==> config.mk <==
export PLATFORM = sky130hd
export DESIGN_NAME = psg_tone_noise_synthesizer_flat
export DESIGN_NICKNAME = d
export VERILOG_FILES = /design/src/design/psg_pkg.sv /design/src/design/psg_if.sv /design/src/design/psg_div.sv /design/src/design/psg_tone_noise_synthesizer.sv /design/src/flat_wrapper.sv
export SDC_FILE = /design/constraint.sdc
export NUM_CORES = 1
export LEC_CHECK = 0
export BUFFER_PORTS_ARGS = -buffer_cell sky130_fd_sc_hd__buf_2
export CAP_MARGIN = 40
export CORE_MARGIN = 2
export CORE_UTILIZATION = 55
export CTS_CLUSTER_SIZE = 24
export DETAILED_ROUTE_END_ITERATION = 12
export GPL_TIMING_DRIVEN = 0
export PLACE_DENSITY = 0.79
export SLEW_MARGIN = 40
export SYNTH_ARGS = -nofsm -noshare
export SYNTH_HDL_FRONTEND = slang
export SYNTH_SLANG_ARGS = --single-unit
==> constraint.sdc <==
create_clock -name i_clk -period 8.7 [get_ports i_clk]
set_input_delay 1.74 -clock i_clk [delete_from_list [all_inputs] [get_ports i_clk]]
set_output_delay 1.74 -clock i_clk [all_outputs]
set_load 0.05 [all_outputs]
==> src/design/psg_pkg.sv <==
// Shared types, widths and constants of the four-voice sound generator.
// No dependencies; both modules import this package.
`timescale 1ns / 1ps

package psg_pkg;

    localparam int VOICES       = 4;
    localparam int TONES        = VOICES - 1;
    localparam int COUNTER_BITS = 16;
    localparam int HP_W         = 16;
    localparam int DIVD_W       = 23;
    localparam int DIVS_W       = 17;
    localparam int DCNT_W       = $clog2(DIVD_W);

    localparam int CHIP_CLOCK   = 4000000;
    localparam int TONE_NUMER   = CHIP_CLOCK / 32;

    localparam logic [COUNTER_BITS-1:0] CNT_MAX = {COUNTER_BITS{1'b1}};
    localparam logic [HP_W-1:0]         NEVER   = {HP_W{1'b1}};

    typedef struct packed {
        logic              start;
        logic [DIVD_W-1:0] dividend;
        logic [DIVS_W-1:0] divisor;
    } t_div_req;

    typedef struct packed {
        logic              busy;
        logic              done;
        logic [DIVD_W-1:0] quotient;
    } t_div_rsp;

    // Divisor that turns the sample rate into a noise threshold.
    function automatic logic [13:0] f_noise_div(input logic white, input logic level,
                                                input logic [1:0] rate);
        logic [13:0] d;
        d = 14'd1;
        if (white) begin
            case (rate)
                2'd0:    d = 14'd10000;
                2'd1:    d = 14'd5000;
                2'd2:    d = 14'd2500;
                default: d = 14'd1;
            endcase
        end else if (level) begin
            case (rate)
                2'd0:    d = 14'd125;
                2'd1:    d = 14'd250;
                2'd2:    d = 14'd500;
                default: d = 14'd1;
            endcase
        end else begin
            case (rate)
                2'd0:    d = 14'd1250;
                2'd1:    d = 14'd2500;
                2'd2:    d = 14'd5000;
                default: d = 14'd1;
            endcase
        end
        return d;
    endfunction

endpackage

==> src/design/psg_if.sv <==
// Valid/ready channel interfaces for command items and output samples.
// Depends on nothing but the handshake convention of the block.
`timescale 1ns / 1ps

interface psg_cmd_if;
    logic       valid;
    logic       ready;
    logic       command;
    logic [7:0] write_byte;

    modport source (output valid, command, write_byte, input ready);
    modport sink   (input valid, command, write_byte, output ready);
endinterface

interface psg_smp_if;
    logic       valid;
    logic       ready;
    logic [7:0] sample;

    modport source (output valid, sample, input ready);
    modport sink   (input valid, sample, output ready);
endinterface

==> src/design/psg_div.sv <==
// Shared restoring divider, one quotient bit per cycle.
// Depends on psg_pkg for widths and the request/response structs.
`timescale 1ns / 1ps

module psg_div
    import psg_pkg::*;
(
    input  logic     i_clk,
    input  logic     i_rst_n,
    input  t_div_req i_req,
    output t_div_rsp o_rsp
);

    logic              r_busy;
    logic              r_done;
    logic [DCNT_W-1:0] r_cnt;
    logic [DIVS_W-1:0] r_rem;
    logic [DIVD_W-1:0] r_quo;
    logic [DIVS_W-1:0] r_dvs;

    logic [DIVS_W:0]   n_trial;
    logic              n_fit;
    logic [DIVS_W:0]   n_diff;

    always_comb begin
        n_trial = {r_rem, r_quo[DIVD_W-1]};
        n_fit   = n_trial >= {1'b0, r_dvs};
        n_diff  = n_trial - {1'b0, r_dvs};
    end

    always_ff @(posedge i_clk) begin
        if (!i_rst_n) begin
            r_busy <= 1'b0;
            r_done <= 1'b0;
            r_cnt  <= '0;
        end else begin
            r_done <= 1'b0;
            if (i_req.start) begin
                r_busy <= 1'b1;
                r_cnt  <= DCNT_W'(DIVD_W - 1);
            end else if (r_busy) begin
                r_cnt <= r_cnt - 1'b1;
                if (r_cnt == '0) begin
                    r_busy <= 1'b0;
                    r_done <= 1'b1;
                end
            end
        end
    end

    // The dividend shifts out of the top of r_quo while quotient bits enter at the bottom.
    always_ff @(posedge i_clk) begin
        if (i_req.start) begin
            r_quo <= i_req.dividend;
            r_rem <= '0;
            r_dvs <= i_req.divisor;
        end else if (r_busy) begin
            r_rem <= n_fit ? n_diff[DIVS_W-1:0] : n_trial[DIVS_W-1:0];
            r_quo <= {r_quo[DIVD_W-2:0], n_fit};
        end
    end

    assign o_rsp.busy     = r_busy;
    assign o_rsp.done     = r_done;
    assign o_rsp.quotient = r_quo;

endmodule

==> src/design/psg_tone_noise_synthesizer.sv <==
// Top level of the four-voice tone and noise generator: APB registers,
// sequencer, voice state. Depends on psg_pkg, psg_if.sv and psg_div.
`timescale 1ns / 1ps

// A latch byte that sets a volume or the noise mode is handled in the idle
// state itself. A byte that changes a tone divider recomputes the half-period
// with up to two passes through the shared divider. A sample tick runs one
// divider pass for the noise threshold, one step per tone voice and one for
// the noise voice, then a second divider pass that scales the mix by the
// output divisor. The output register lets the next item start while a sample
// still waits to be taken. The user must write registers over APB at byte
// addresses 0, 4, 8 and 12 only while the block is idle; it does not enforce this.

module psg_tone_noise_synthesizer
    import psg_pkg::*;
(
    input  logic        i_clk,
    input  logic        i_rst_n,
    psg_cmd_if.sink     i_cmd,
    psg_smp_if.source   o_smp,
    input  logic        psel,
    input  logic        penable,
    input  logic        pwrite,
    input  logic [3:0]  paddr,
    input  logic [31:0] pwdata,
    output logic [31:0] prdata,
    output logic        pready
);

    localparam logic [1:0] REG_RATE = 2'd0;
    localparam logic [1:0] REG_ODIV = 2'd1;
    localparam logic [1:0] REG_TUNE = 2'd2;
    localparam logic [1:0] REG_FRAC = 2'd3;

    localparam logic [3:0] S_IDLE   = 4'd0;
    localparam logic [3:0] S_FSTART = 4'd1;
    localparam logic [3:0] S_FWAIT  = 4'd2;
    localparam logic [3:0] S_QWAIT  = 4'd3;
    localparam logic [3:0] S_NSTART = 4'd4;
    localparam logic [3:0] S_NWAIT  = 4'd5;
    localparam logic [3:0] S_TONE   = 4'd6;
    localparam logic [3:0] S_NOISE  = 4'd7;
    localparam logic [3:0] S_OSTART = 4'd8;
    localparam logic [3:0] S_OWAIT  = 4'd9;
    localparam logic [3:0] S_OUT    = 4'd10;

    localparam logic [2:0] LATCH_NOISE_MODE = 3'd6;
    localparam logic [2:0] LATCH_NOISE_ATT  = 3'd7;

    // Configuration registers
    logic [15:0]        r_sr;
    logic [7:0]         r_odiv;
    logic signed [11:0] r_tune;
    logic               r_fe;

    // Voice state
    logic [9:0]              r_tdiv [TONES];
    logic [HP_W-1:0]         r_hp   [TONES];
    logic [7:0]              r_frac [TONES];
    logic [9:0]              r_acc  [TONES];
    logic [6:0]              r_vol  [VOICES];
    logic                    r_act  [VOICES];
    logic [COUNTER_BITS-1:0] r_cnt  [VOICES];
    logic                    r_lvl  [VOICES];
    logic [1:0]              r_lt;
    logic                    r_white;
    logic [1:0]              r_rate;
    logic [14:0]             r_lfsr;

    // Sequencer
    logic [3:0]         r_state;
    logic [1:0]         r_t;
    logic [1:0]         r_idx;
    logic [15:0]        r_thr;
    logic signed [10:0] r_total;
    logic               r_ovalid;
    logic [7:0]         r_sample;

    t_div_req div_req;
    t_div_rsp div_rsp;

    psg_div u_div (
        .i_clk   (i_clk),
        .i_rst_n (i_rst_n),
        .i_req   (div_req),
        .o_rsp   (div_rsp)
    );

    // ---------------- APB ----------------
    logic cfg_wr;
    assign cfg_wr = psel && penable && pwrite;
    assign pready = 1'b1;

    always_comb begin
        unique case (paddr[3:2])
            REG_RATE: prdata = {16'd0, r_sr};
            REG_ODIV: prdata = {24'd0, r_odiv};
            REG_TUNE: prdata = {20'd0, r_tune};
            REG_FRAC: prdata = {31'd0, r_fe};
            default:  prdata = '0;
        endcase
    end

    always_ff @(posedge i_clk) begin
        if (!i_rst_n) begin
            r_sr   <= 16'd22050;
            r_odiv <= 8'd3;
            r_tune <= '0;
            r_fe   <= 1'b1;
        end else if (cfg_wr) begin
            unique case (paddr[3:2])
                REG_RATE: r_sr   <= pwdata[15:0];
                REG_ODIV: r_odiv <= pwdata[7:0];
                REG_TUNE: r_tune <= pwdata[11:0];
                REG_FRAC: r_fe   <= pwdata[0];
                default:  ;
            endcase
        end
    end

    // ---------------- Datapath helpers ----------------
    logic       in_xfer;
    logic       out_free;
    logic [7:0] wb;
    logic [3:0] att;
    logic [1:0] lat_t;
    logic [1:0] vsel;

    assign in_xfer  = i_cmd.valid && i_cmd.ready;
    assign out_free = !r_ovalid || o_smp.ready;
    assign wb       = i_cmd.write_byte;
    assign att      = wb[3:0];
    assign lat_t    = 2'd2 - wb[6:5];
    assign vsel     = (wb[6:4] == LATCH_NOISE_ATT) ? 2'd0 : lat_t + 2'd1;

    // Tone step for voice r_idx+1
    logic [1:0]              tv;
    logic [COUNTER_BITS-1:0] n_tcnt;
    logic [1:0]              n_extra;
    logic                    n_thit;
    logic [9:0]              n_acc;
    logic signed [10:0]      n_tsv;

    assign tv = r_idx + 2'd1;

    always_comb begin
        n_tcnt  = (r_cnt[tv] == CNT_MAX) ? r_cnt[tv] : r_cnt[tv] + 1'b1;
        n_extra = r_fe ? r_acc[r_idx][9:8] : 2'd0;
        n_thit  = (r_hp[r_idx] != NEVER) &&
                  ({1'b0, n_tcnt} >= ({1'b0, r_hp[r_idx]} + {15'd0, n_extra}));
        n_acc   = r_acc[r_idx] + {2'd0, r_frac[r_idx]} - {n_extra, 8'd0};
        n_tsv   = r_lvl[tv] ? $signed({4'd0, r_vol[tv]}) : -$signed({4'd0, r_vol[tv]});
    end

    // Noise step
    logic [COUNTER_BITS-1:0] n_ncnt;
    logic [19:0]             n_nthr;
    logic                    n_noff;
    logic                    n_nhit;
    logic signed [10:0]      n_nsv;

    always_comb begin
        n_ncnt = (r_cnt[0] == CNT_MAX) ? r_cnt[0] : r_cnt[0] + 1'b1;
        n_noff = (r_rate == 2'd3) && (r_hp[0] == NEVER);
        if (r_rate != 2'd3) begin
            n_nthr = {4'd0, r_thr};
        end else if (!r_white && r_lvl[0]) begin
            n_nthr = {r_hp[0], 4'd0};
        end else begin
            n_nthr = {4'd0, r_hp[0]};
        end
        n_nhit = !n_noff && ({4'd0, n_ncnt} >= n_nthr);
        n_nsv  = r_lvl[0] ? $signed({4'd0, r_vol[0]}) : -$signed({4'd0, r_vol[0]});
    end

    // Mix scaling: magnitude divided by four, sign reapplied after the divide.
    logic               mix_neg;
    logic signed [10:0] mix_abs;
    logic [6:0]         mix_mag;
    logic [7:0]         odiv_eff;
    logic [6:0]         oq;

    assign mix_neg  = r_total[10];
    assign mix_abs  = mix_neg ? -r_total : r_total;
    assign mix_mag  = mix_abs[8:2];
    assign odiv_eff = (r_odiv == 8'd0) ? 8'd1 : r_odiv;
    assign oq       = div_rsp.quotient[6:0];

    // Half-period from the second quotient plus the tuning offset, clamped at zero.
    logic signed [18:0] hp_v;
    logic [16:0]        freq;

    assign freq = div_rsp.quotient[DIVS_W-1:0];
    assign hp_v = $signed({2'd0, div_rsp.quotient[16:0]}) + 19'(r_tune);

    always_comb begin
        div_req = '0;
        div_req.divisor = DIVS_W'(1);
        unique case (r_state)
            S_FSTART: begin
                div_req.start    = (r_tdiv[r_t] != 10'd0);
                div_req.dividend = DIVD_W'(TONE_NUMER);
                div_req.divisor  = {7'd0, r_tdiv[r_t]};
            end
            S_FWAIT: begin
                div_req.start    = div_rsp.done && ({1'b0, r_sr} >= freq) &&
                                   ({2'b0, r_sr[15:1]} >= freq);
                div_req.dividend = {r_sr, 7'd0};
                div_req.divisor  = freq;
            end
            S_NSTART: begin
                div_req.start    = 1'b1;
                div_req.dividend = {7'd0, r_sr};
                div_req.divisor  = {3'd0, f_noise_div(r_white, r_lvl[0], r_rate)};
            end
            S_OSTART: begin
                div_req.start    = 1'b1;
                div_req.dividend = {16'd0, mix_mag};
                div_req.divisor  = {9'd0, odiv_eff};
            end
            default: ;
        endcase
    end

    assign i_cmd.ready  = (r_state == S_IDLE);
    assign o_smp.valid  = r_ovalid;
    assign o_smp.sample = r_sample;

    // ---------------- Output valid ----------------
    always_ff @(posedge i_clk) begin
        if (!i_rst_n) begin
            r_ovalid <= 1'b0;
        end else if (r_state == S_OUT && out_free) begin
            r_ovalid <= 1'b1;
        end else if (o_smp.ready) begin
            r_ovalid <= 1'b0;
        end
    end

    // ---------------- Sequencer and voice state ----------------
    always_ff @(posedge i_clk) begin
        if (!i_rst_n) begin
            r_state  <= S_IDLE;
            r_t      <= '0;
            r_idx    <= '0;
            r_lt     <= '0;
            r_white  <= 1'b0;
            r_rate   <= '0;
            r_lfsr   <= 15'h4000;
            for (int t = 0; t < TONES; t++) begin
                r_tdiv[t] <= 10'd1000;
                r_hp[t]   <= NEVER;
                r_frac[t] <= '0;
                r_acc[t]  <= '0;
            end
            for (int v = 0; v < VOICES; v++) begin
                r_vol[v] <= (v == 0) ? 7'd0 : 7'd120;
                r_act[v] <= 1'b0;
                r_cnt[v] <= '0;
                r_lvl[v] <= 1'b0;
            end
        end else begin
            unique case (r_state)
                S_IDLE: begin
                    if (in_xfer && i_cmd.command) begin
                        r_total <= '0;
                        r_state <= S_NSTART;
                    end else if (in_xfer && !wb[7]) begin
                        r_tdiv[r_lt] <= {wb[5:0], r_tdiv[r_lt][3:0]};
                        r_t          <= r_lt;
                        r_state      <= S_FSTART;
                    end else if (in_xfer) begin
                        if (wb[6:4] == LATCH_NOISE_MODE) begin
                            r_rate  <= wb[1:0];
                            r_white <= wb[2];
                        end else begin
                            if (wb[6:4] != LATCH_NOISE_ATT) begin
                                r_lt <= lat_t;
                            end
                            if (wb[6:4] != LATCH_NOISE_ATT && !wb[4]) begin
                                r_tdiv[lat_t] <= {r_tdiv[lat_t][9:4], att};
                                r_t           <= lat_t;
                                r_state       <= S_FSTART;
                            end else begin
                                if (r_vol[vsel] == 7'd0 && att != 4'hF) begin
                                    r_act[vsel] <= 1'b1;
                                end
                                if (r_vol[vsel] != 7'd0 && att == 4'hF) begin
                                    r_act[vsel] <= 1'b0;
                                end
                                r_vol[vsel] <= {4'hF - att, 3'd0};
                            end
                        end
                    end
                end
                S_FSTART: begin
                    r_acc[r_t]  <= '0;
                    r_frac[r_t] <= '0;
                    if (r_tdiv[r_t] == 10'd0) begin
                        r_hp[r_t] <= NEVER;
                        r_state   <= S_IDLE;
                    end else begin
                        r_state <= S_FWAIT;
                    end
                end
                S_FWAIT: begin
                    if (div_rsp.done) begin
                        if (freq > {1'b0, r_sr}) begin
                            r_hp[r_t] <= NEVER;
                            r_state   <= S_IDLE;
                        end else if (freq > {2'b0, r_sr[15:1]}) begin
                            r_hp[r_t] <= HP_W'(2);
                            r_state   <= S_IDLE;
                        end else begin
                            r_state <= S_QWAIT;
                        end
                    end
                end
                S_QWAIT: begin
                    if (div_rsp.done) begin
                        if (hp_v < 0) begin
                            r_hp[r_t]   <= '0;
                            r_frac[r_t] <= '0;
                        end else begin
                            r_hp[r_t]   <= {5'd0, hp_v[18:8]};
                            r_frac[r_t] <= hp_v[7:0];
                        end
                        r_state <= S_IDLE;
                    end
                end
                S_NSTART: r_state <= S_NWAIT;
                S_NWAIT: begin
                    if (div_rsp.done) begin
                        r_thr   <= div_rsp.quotient[15:0];
                        r_idx   <= '0;
                        r_state <= S_TONE;
                    end
                end
                S_TONE: begin
                    if (r_act[tv]) begin
                        r_total <= r_total + n_tsv;
                        if (n_thit) begin
                            r_cnt[tv] <= '0;
                            r_lvl[tv] <= !r_lvl[tv];
                            if (r_fe) begin
                                r_acc[r_idx] <= n_acc;
                            end
                        end else begin
                            r_cnt[tv] <= n_tcnt;
                        end
                    end
                    r_idx   <= r_idx + 2'd1;
                    r_state <= (r_idx == 2'(TONES - 1)) ? S_NOISE : S_TONE;
                end
                S_NOISE: begin
                    if (r_act[0]) begin
                        r_total <= r_total + n_nsv;
                        if (n_nhit) begin
                            r_cnt[0] <= '0;
                            if (r_white) begin
                                r_lvl[0] <= r_lfsr[0];
                                r_lfsr   <= {r_lfsr[0] ^ r_lfsr[1], r_lfsr[14:1]};
                            end else begin
                                r_lvl[0] <= !r_lvl[0];
                            end
                        end else begin
                            r_cnt[0] <= n_ncnt;
                        end
                    end
                    r_state <= S_OSTART;
                end
                S_OSTART: r_state <= S_OWAIT;
                S_OWAIT: begin
                    if (div_rsp.done) begin
                        r_state <= S_OUT;
                    end
                end
                S_OUT: begin
                    if (out_free) begin
                        r_state <= S_IDLE;
                    end
                end
                default: r_state <= S_IDLE;
            endcase
        end
    end

    // The quotient stays in the divider until its next start, so S_OUT reads it directly.
    always_ff @(posedge i_clk) begin
        if (r_state == S_OUT && out_free) begin
            r_sample <= mix_neg ? 8'd128 - {1'b0, oq} : 8'd128 + {1'b0, oq};
        end
    end

    // ---------------- Assertions ----------------
    a_acc_below_two: assert property (@(posedge i_clk) disable iff (!i_rst_n)
        !(r_acc[0][9] || r_acc[1][9] || r_acc[2][9]))
        else $error("fraction accumulator exceeded one carry");

    a_div_owned: assert property (@(posedge i_clk) disable iff (!i_rst_n)
        div_rsp.busy |-> (r_state == S_FWAIT || r_state == S_QWAIT ||
                          r_state == S_NWAIT || r_state == S_OWAIT))
        else $error("divider busy outside a wait state");

    a_out_loaded: assert property (@(posedge i_clk) disable iff (!i_rst_n)
        (r_state == S_OUT && out_free) |=> (r_ovalid && r_state == S_IDLE))
        else $error("finished sample not presented");

    a_never_no_frac: assert property (@(posedge i_clk) disable iff (!i_rst_n)
        (r_state == S_IDLE) |-> ((r_hp[0] != NEVER || r_frac[0] == 8'd0) &&
                                 (r_hp[1] != NEVER || r_frac[1] == 8'd0) &&
                                 (r_hp[2] != NEVER || r_frac[2] == 8'd0)))
        else $error("silent tone holds a fractional half-period");

endmodule
==> src/flat_wrapper.sv <==
// flat-port wrapper written by rule: the top's interface ports become plain ports
module psg_tone_noise_synthesizer_flat import psg_pkg::*;
  (i_clk, i_rst_n, psel, penable, pwrite, paddr, pwdata, prdata, pready, i_cmd_valid, i_cmd_command, i_cmd_write_byte, i_cmd_ready, o_smp_valid, o_smp_sample, o_smp_ready);
  psg_cmd_if i_cmd_i ();
  psg_smp_if o_smp_i ();
  input  logic i_clk;
  input  logic i_rst_n;
  input  logic psel;
  input  logic penable;
  input  logic pwrite;
  input  logic [3:0] paddr;
  input  logic [31:0] pwdata;
  output logic [31:0] prdata;
  output logic pready;
  input wire logic [$bits(i_cmd_i.valid)-1:0] i_cmd_valid;
  input wire logic [$bits(i_cmd_i.command)-1:0] i_cmd_command;
  input wire logic [$bits(i_cmd_i.write_byte)-1:0] i_cmd_write_byte;
  output wire logic [$bits(i_cmd_i.ready)-1:0] i_cmd_ready;
  output wire logic [$bits(o_smp_i.valid)-1:0] o_smp_valid;
  output wire logic [$bits(o_smp_i.sample)-1:0] o_smp_sample;
  input wire logic [$bits(o_smp_i.ready)-1:0] o_smp_ready;
  assign i_cmd_i.valid = i_cmd_valid;
  assign i_cmd_i.command = i_cmd_command;
  assign i_cmd_i.write_byte = i_cmd_write_byte;
  assign i_cmd_ready = i_cmd_i.ready;
  assign o_smp_valid = o_smp_i.valid;
  assign o_smp_sample = o_smp_i.sample;
  assign o_smp_i.ready = o_smp_ready;
  psg_tone_noise_synthesizer u_core (.i_clk(i_clk), .i_rst_n(i_rst_n), .i_cmd(i_cmd_i), .o_smp(o_smp_i), .psel(psel), .penable(penable), .pwrite(pwrite), .paddr(paddr), .pwdata(pwdata), .prdata(prdata), .pready(pready));
endmodule
; Yosys cells after proc, flatten, opt, wreduce, memory -nomap -nowiden
; Memory sizes are Yosys's and may differ from the RTL's. A register that Yosys moved wholly into a read port is not among the register bits.
; Cells that the tools add are included.
[word_totals]
inputBits = 52
regBits = 165
mem_count = 8
word_cells = 390
ram_bits = 220
[op_classes]
n_reduce_logical = 64
addsub = 19
mux = 210
n_eq_ne = 41
bitwise_logic = 18
order_cmp = 8
[mem_list]
columns = name, words, width, read_ports, rd_ports_with_merged_regs, write_ports, line
row1 = u_core.r_cnt, 4, 16, 2, 0, 4, psg_tone_noise_synthesizer.sv:63  ; logic [COUNTER_BITS-1:0] r_cnt [VOICES];
row2 = u_core.r_hp, 3, 16, 2, 1, 3, psg_tone_noise_synthesizer.sv:58  ; logic [HP_W-1:0] r_hp [TONES];
row3 = u_core.r_acc, 3, 10, 1, 1, 3, psg_tone_noise_synthesizer.sv:60  ; logic [9:0] r_acc [TONES];
row4 = u_core.r_tdiv, 3, 10, 1, 1, 3, psg_tone_noise_synthesizer.sv:57  ; logic [9:0] r_tdiv [TONES];
row5 = u_core.r_frac, 3, 8, 1, 1, 3, psg_tone_noise_synthesizer.sv:59  ; logic [7:0] r_frac [TONES];
row6 = u_core.r_vol, 4, 4, 3, 0, 4, psg_tone_noise_synthesizer.sv:61  ; logic [6:0] r_vol [VOICES];
row7 = +2 memories, --, --, --, --, --, --
[op_table]
columns = op, n
row1 = $mux W16, 11
row2 = $pmux W41 S4, 1
row3 = $pmux W32 S4, 1
row4 = $mux W1, 126
row5 = $mux W2, 29
row6 = $mux W11, 5
row7 = $eq A16 B16 Y1 const B, 3
row8 = $mux W4, 12
row9 = $mux W23, 2
row10 = $pmux W4 S11, 1
row11 = $pmux W14 S3, 1
row12 = $mux W10, 4
row13 = $mux W20, 2
row14 = $mux W8, 5
row15 = $reduce_or A10 Y1, 4
row16 = $pmux W13 S3, 1
row17 = $ge A16 B17 Y1, 2
row18 = $pmux W11 S3, 1
row19 = $add A16 B1 Y16 const B, 2
row20 = $reduce_or A16 Y1, 2
row21 = $mux W14, 2
row22 = $pmux W9 S3, 1
row23 = $add A11 B11 Y11, 2
row24 = $neg A7 Y11, 2
row25 = other kinds (62), 138

; Depth between registers and ports, before layout
; Gate-level depths: netlist of run 1.
; An unclocked memory read counts as a cell.
[depth]
ltp_word = 18
mapped_depth = 25
mapped_depth_nobuf = 18

; By module
; A second synthesis of run 1 with hierarchy kept.
[unflattened]
hier_cells = 2372
hier_area_um2 = 24583.6
[by_module_without_submodules]
columns = module, n_inst, area_per_inst_um2, cells_each
row1 = psg_tone_noise_synthesizer, 1, 20936.3, 2028
row2 = psg_div, 1, 3647.2, 344

; Worst setup path after synthesis of run 1
; OpenSTA, ideal clock, no wires.
[synth_path]
path_kind = reg-to-reg
from = reg u_core.r_idx[0]
to = mem u_core.r_acc[1][0] (enable)
required_time_ns = 8.285
synth_period_minus_slack_ns = 6.368
stages_incl_launch_ff = 25
t_arrival_ns = 5.953
n_path_buf = 7
setup_slack_ns = 2.332
setup_ns = 0.415
cell_sequence = dfxtp_1 -> buf_6 -> buf_12 -> buf_6 -> buf_1 -> inv_1 -> ha_1 -> buf_4 -> buf_2 -> mux4_2 -> ha_1 -> nand3_2 -> nor4_4 -> nand2_2 -> nand2_1 -> xor2_1 -> inv_1 -> ha_1 -> and4_1 -> a21oi_1 -> o211a_1 -> a21oi_1 -> o2111ai_1 -> buf_2 -> o311ai_0
[synth_lines]
columns = item, line
row1 = from (decl), psg_tone_noise_synthesizer.sv:73  ; logic [1:0] r_idx;
row2 = from (signal assigned), psg_tone_noise_synthesizer.sv:352  ; r_idx <= r_idx + 2'd1;
row3 = to (decl), psg_tone_noise_synthesizer.sv:60

==> run_results.csv, run 1 <==
group,metric,value,unit
route,ant_nets,0,
clock_network,cts_max_path_buffers,3,
layout,drive_above_1_share,12.3,%
worst_setup_path,critPathRequiredTime,8.89,ns
logic_synthesis,synth_edf_count,314,
hold_path,hp-class,"register to register",
power_and_ir_drop,powerDensity,262,nW/um2
sta,final.period_utilization,88.0,%
clock_network,postCtsResizedCells,0,
global_routing,grt_pass1_vias,19000,
layout,postLayoutCellArea,27400,um2
logic_synthesis,syn_inst,2364,
clock_network,post_cts_buffers,0,
route,drt_iter0_drc,2127,
sta,finalClockSkew,0.0225,ns
layout,syn2layout_area_growth,11.2,%
logic_synthesis,synth_ff_type,"edfxtp_1",
route,wl_per_cell,22.2,um
layout,n_fill_cell,3491,
global_routing,grt_pass1_wl,108000,um
global_routing,grt_use_total,29.7,%
sta,maxSlewViolCount,0,
clock_network,clock_latency,0.58,ns
logic_synthesis,synth_top_area_cell,"edfxtp_1",
clock_network,cts_buffers,44,
sta,fin_crit,7.66,ns
logic_synthesis,ys_async_sr_fraction,0,%
die,core_area,44200,um2
logic_synthesis,avgSynthCellArea,10.4,um2
route,first_pass_iters,8,
power_and_ir_drop,peakVddDrop,0.000172,V
logic_synthesis,ys_seq_area_share,46.3,%
logic_synthesis,synth_common_cells,"314 x edfxtp_1, 262 x nand2_1, 182 x nor2_1, 178 x inv_1, 139 x ha_1",
die,rows,77,
clock_network,htreeDepth,2,
clock_network,cts_num_sinks,414,
worst_setup_path,slowest_stage,"a2bb2oi_2",
route,vias,19500,
clock_network,holdBufCountCts,0,
route,drt-total-wl,69200,um
die,start_util,55.8,%
place,placed_area,25900,um2
worst_setup_path,cp.arrival,7.84,ns
worst_setup_path,crit_path_end_kind,"register",
logic_synthesis,syn_area,24700,um2
sta,rsz0062_at_grt,"false",
global_routing,antenna_found_initial,1,
sta,clock.fmax,131,MHz
place,port-buffer-count,52,
outcome,status,"finished clean",
die,io_pins,95,
die,dieArea,46600,um2
worst_setup_path,crit_type,"register to register",
logic_synthesis,yosysTopAreaCellShare,38.2,%
place,gp_congestion,0.975,
worst_setup_path,cpPeakStageDelay,0.59,ns
worst_setup_path,r2r_cells,24,
logic_synthesis,ys_warn_count,0,
power_and_ir_drop,power.total,7.18,mW
global_routing,grt_max_degree,27,
route,detail_route.vias_per_cell,6.26,
die,die_w,216,um
place,post-place-ws,1.06,ns
hold_path,holdPathStages,2,
layout,diodes,0,
logic_synthesis,yosys-top-cells-area,"edfxtp_1 38%, dfxtp_1 8.1%, ha_1 7.0%, mux4_2 5.4%, nand2_1 4.0%",
worst_setup_path,crit_chain,"buf_6 > buf_12 > buf_6 > buf_1 > inv_1 > ha_1 > buf_4 > buf_2 > mux4_2 > ha_1 > nand3_2 > nor4_4 > nand2_2 > and4_1 > xnor2_2 > inv_1 > ha_1 > a21o_1 > a211oi_1 > o211a_1 > a21oi_1 > o2111a_1 > a2bb2oi_2 > nand2_1",
sta,setup_ws,1.04,ns
sta,hold_viol,0,
global_routing,grt_overflow_total,0,
clock_network,cts_root_buffer,"clkbuf_16",
sta,worst_pin_slew,0.932,ns
sta,setup_viol,0,
sta,relSlewSlack,37.8,%
clock_network,cts_tree,"built",
power_and_ir_drop,p_leak,10.3,nW
route,drcViolationCount,0,
logic_synthesis,ys_ff_latch,414,
die,die_height,216,um
layout,final_core_util,62.0,%
logic_synthesis,ys_types,98,
worst_setup_path,cpMostUsedCell,"ha_1",
logic_synthesis,yosysMostFrequentCell,"edfxtp_1",
worst_setup_path,cp_max_fo,10,
job,max_cap_viol_count,0,
clock_network,path_clk_slew,0.06,ns
place,dpl.hpwl,51800,um
layout,final_net_count,2684,
worst_setup_path,start_kind,"register",
-- state kept, by name, indices dropped and copies added (netlist names), 17 cells and up, named ones only --
register	flops
u_core.r_cnt	64
u_core.r_hp	48
u_core.r_acc	40
u_core.r_tdiv	40
u_core.r_frac	32
u_core.u_div.r_quo	23
u_core.u_div.r_dvs	17
u_core.u_div.r_rem	17
-- cells in the final DEF, fill, tap and decap left out, types with 9 or more instances in the layout --
cell type	count
o211ai_1	35
a211oi_2	10
dfxtp_1	100
mux2i_1	67
a21o_1	25
nor3_2	9
and3_1	18
nand3_1	65
a22oi_1	16
o31ai_1	12
nand2b_1	24
nand4_1	16
o21ai_0	109
a21boi_0	26
buf_4	25
nor2_1	181
edfxtp_1	314
buf_2	72
a31oi_1	18
xor2_1	30
nor2b_1	55
o22ai_1	21
o21a_1	23
clkinv_2	11
ha_1	139
nor3_1	64
mux4_2	59
inv_1	178
xnor2_1	45
conb_1	21
or3_1	11
nand2_1	260
a211oi_1	16
clkbuf_16	46
a21oi_1	85
clkbuf_1	75
and2_1	13
-- where the power goes --
| part | total [mW] | internal (mW) | switching (mW) |
|---|---|---|---|
| combinational | 2.56 | 0.940 | 1.62 |
| clock | 1.96 | 1.15 | 0.813 |
| sequential | 2.65 | 2.42 | 0.233 |
| total | 7.18 | 4.51 | 2.66 |
-- worst paths after layout --
path | endpoint | startpoint | slack [ns]
min reg2reg | u_core.r_lfsr[14] | u_core.r_lfsr[14] | 0.50
min | u_core.r_lfsr[14] | u_core.r_lfsr[14] | 0.50
max | u_core.r_acc[2][3] | u_core.r_idx[0] | 1.04
max reg2reg | u_core.r_acc[2][3] | u_core.r_idx[0] | 1.04
-- critical path: cells and delay by family, from the launching register on --
| kind | cells | cell delay, ns |
|---|---|---|
| buffers and inverters | 8 | 2.10 |
| AOI/OAI and AO/OA | 6 | 1.86 |
| and+or+nand+nor | 5 | 1.50 |
| adders and majority gates | 3 | 0.84 |
| muxes | 1 | 0.33 |
| DFF | 1 | 0.32 |
| xor gates and xnor gates | 1 | 0.26 |
-- area by class of cell --
class	instances	area (um2)	area share (%)
plain buffers	129	657	2.40
clock buffers	52	1210	4.43
clock inverters	28	290	1.06
inverters	178	668	2.44
multi-input cells	1662	12100	44.1
flip-flops and latches	414	11400	41.7
well taps	592	741	2.70
repair buffers	60	317	1.15
-- kinds of logic (layout without fill, tap and decap cells) --
| group | after synthesis | after routing | share of synthesized area [%] |
|---|---|---|---|
| buffers and inverters | 307 | 447 | 5.36 |
| xor gates and xnor gates | 76 | 76 | 2.73 |
| and+or+nand+nor | 779 | 779 | 15.3 |
| muxes | 134 | 134 | 8.67 |
| other | 2 | 21 | 0.0304 |
| adders and majority gates | 143 | 143 | 7.37 |
| AOI/OAI and AO/OA | 509 | 509 | 14.2 |
| DFF | 414 | 414 | 46.3 |
-- through the flow --
step	hold slack, ns	setup TNS [ns]	std cells
floorplan	0.432	0	2383
global placement	0.452	-3.23	3027
detailed placement	0.469	0	3035
CTS	0.477	0	3115
global route	0.519	0	3115
finish	0.497	0	3115
-- per-layer routing --
layer / wire length (um) / share of wire (%) / global-route usage, % / vias up
met4: 2910 / 4.2 / 12.0 / 0
met3: 6090 / 8.8 / 4.65 / 173
met1: 27900 / 40 / 40.2 / 9397
met2: 32300 / 47 / 48.2 / 1001
met5: 0 / 0 / 0 / -
li1: - / - / - / 8929
Power figures use the tool's default switching activity.
==> run 2, diff against run 1 <==
- REMOVE_ABC_BUFFERS: default -> 1
==> run 2 against run 1 <==
Clock skew fell by 0.0068 ns. Largest cell class unchanged. Global-route usage fell by 1.7 points. First-iteration DRC count fell by 4.4%. Register-to-register slack improved by 0.71 ns. Clock power barely moved.
==> run_results.csv, run 2 (same netlist as run 1, synthesis figures left out) <==
group,metric,value,unit
outcome,status,"finished clean",
clock_network,cts_root_buffer,"clkbuf_16",
worst_setup_path,crit_type,"register to register",
layout,top_regs,"u_core.r_cnt: 64 flops, u_core.r_hp: 48 flops",
clock_network,htreeDepth,2,
sta,relSlewSlack,43.6,%
clock_network,cts_num_sinks,414,
sta,maxSlewViolCount,0,
worst_setup_path,crit_path_end_kind,"register",
global_routing,antenna_found_initial,0,
sta,tns,0,ns
sta,worst_pin_slew,0.845,ns
job,max_cap_viol_count,0,
layout,layout_common_cells,"314 x edfxtp_1, 259 x nand2_1, 180 x nor2_1",
die,die_w,216,um
sta,fin_crit,6.94,ns
sta,hold_ws,0.488,ns
die,rows,77,
layout,largest_register_ffs,64,
sta,hold_viol,0,
layout,final_net_count,2580,
clock_network,path_clk_slew,0.06,ns
clock_network,cts_buffers,43,
clock_network,postCtsResizedCells,0,
sta,rsz0062_at_grt,"false",
worst_setup_path,start_kind,"register",
clock_network,clock_latency,0.58,ns
power_and_ir_drop,peakVddDrop,0.000223,V
route,wl_per_cell,21.8,um
route,drt_iter0_drc,2034,
worst_setup_path,critPathRequiredTime,8.91,ns
worst_setup_path,worstReg2RegStart,"u_core.r_idx[0]",
clock_network,cts_max_path_buffers,3,
place,port-buffer-count,59,
hold_path,hp-class,"register to register",
route,drt-total-wl,65600,um
worst_setup_path,path_delay_family,"simple AND/OR/NAND/NOR gates",
place,dpl.hpwl,47400,um
clock_network,holdBufCountCts,0,
global_routing,grt_max_degree,79,
sta,clock.fmax,144,MHz
clock_network,cts_tree,"built",
worst_setup_path,cp.arrival,7.15,ns
place,dp.cells,2932,
hold_path,hp-start,"u_core.r_lvl[2]",
route,detail_route.vias_per_cell,6.31,
layout,fin_cells,3011,
layout,diodes,0,
layout,mostFrequentLayoutCell,"edfxtp_1",
die,start_util,55.8,%
worst_setup_path,cpPeakStageDelay,0.91,ns
sta,setup_viol,0,
worst_setup_path,slowest_stage,"ha_2",
die,core_area,44200,um2
power_and_ir_drop,p_leak,10.1,nW
clock_network,post_cts_buffers,0,
layout,syn2layout_area_growth,10.1,%
worst_setup_path,crit_buf_inv,4,
layout,regMostFlops,"u_core.r_cnt",
global_routing,grt_pass1_vias,18700,
worst_setup_path,startpoint,"u_core.r_idx[0]",
global_routing,grt_overflow_total,0,
worst_setup_path,cp_max_fo,30,
route,drcViolationCount,0,
route,vias,19000,
sta,finalClockSkew,0.0157,ns
place,gp_congestion,0.945,
route,first_pass_iters,7,
layout,drive_above_1_share,12.6,%
die,dieArea,46600,um2
die,io_pins,95,
power_and_ir_drop,powerDensity,261,nW/um2
worst_setup_path,crit_chain,"buf_12 > inv_1 > ha_2 > mux4_2 > ha_1 > nand3_2 > nor4_4 > nand2_2 > nand3_1 > xor2_1 > inv_1 > ha_1 > and4_1 > a21oi_1 > o211a_1 > a21oi_1 > o2111ai_4 > buf_8 > o32a_1 > nand2_1",
sta,final.period_utilization,79.8,%
global_routing,grt_use_total,28.0,%
route,ant_nets,0,
global_routing,grt_pass1_wl,102000,um
die,die_height,216,um
==> run 2: changes by cell type in the layout (fill, tap and decap cells not counted), moves of 4 or more <==
cell,change
buf_4,-14
buf_6,-5
clkbuf_1,-68
dfxtp_1,-4
buf_8,+4
buf_2,-8
clkinv_4,-5
clkinv_2,-5
buf_1,-7
==> run 2: layout make-up <==
cell class / instances / area, um2
clock buffer: 62 / 1320
clock inverter: 17 / 171
fill: 3428 / 17100
inverter: 178 / 668
multi-input combinational: 1662 / 12200
sequential: 414 / 11400
tap: 592 / 741
timing repair buffer: 86 / 592
==> run 2: metal layers <==
metal | share of wire (%) | vias up | GRT usage (%)
met1 | 39 | 9139 | 36.2
met3 | 8.6 | 199 | 4.26
met2 | 48 | 929 | 46.2
met4 | 4.9 | 0 | 13.7
li1 | - | 8723 | -
met5 | 0 | - | 0
==> run 2: report_power, final <==
part | total, mW | internal [mW] | switching, mW
sequential | 2.73 | 2.42 | 0.309
combinational | 2.42 | 0.936 | 1.49
clock | 1.95 | 1.15 | 0.797
==> run 2: final timing paths <==
check,end,cells past startpoint,slack [ns]
min reg2reg,u_core.r_lvl[2],2,0.49
min,u_core.r_lvl[2],2,0.49
max,u_core.r_acc[0][5],20,1.76
max reg2reg,u_core.r_acc[0][5],20,1.76
==> run 2: through the flow <==
step,utilization (%),setup WS (ns),power (mW),cell area (um2)
floorplan,-,1.11,4.37,24100
global route,61.4,1.34,7.42,27200
global placement,56.8,-2.08,4.99,25100
CTS,61.4,1.77,7.06,27100
detailed placement,58.0,1.85,5.11,25600
finish,61.4,1.76,7.10,27200
==> run 2: worst reg2reg max path: cells and delay by family (launching register included) <==
family                     cells  cell delay, ns
AOI/OAI and AO/OA              5            1.43
DFF                            1            0.41
and+or+nand+nor                6            1.59
muxes                          1            0.42
xor gates and xnor gates       1            0.45
adders and majority gates      3            1.41
buffers and inverters          4            0.86
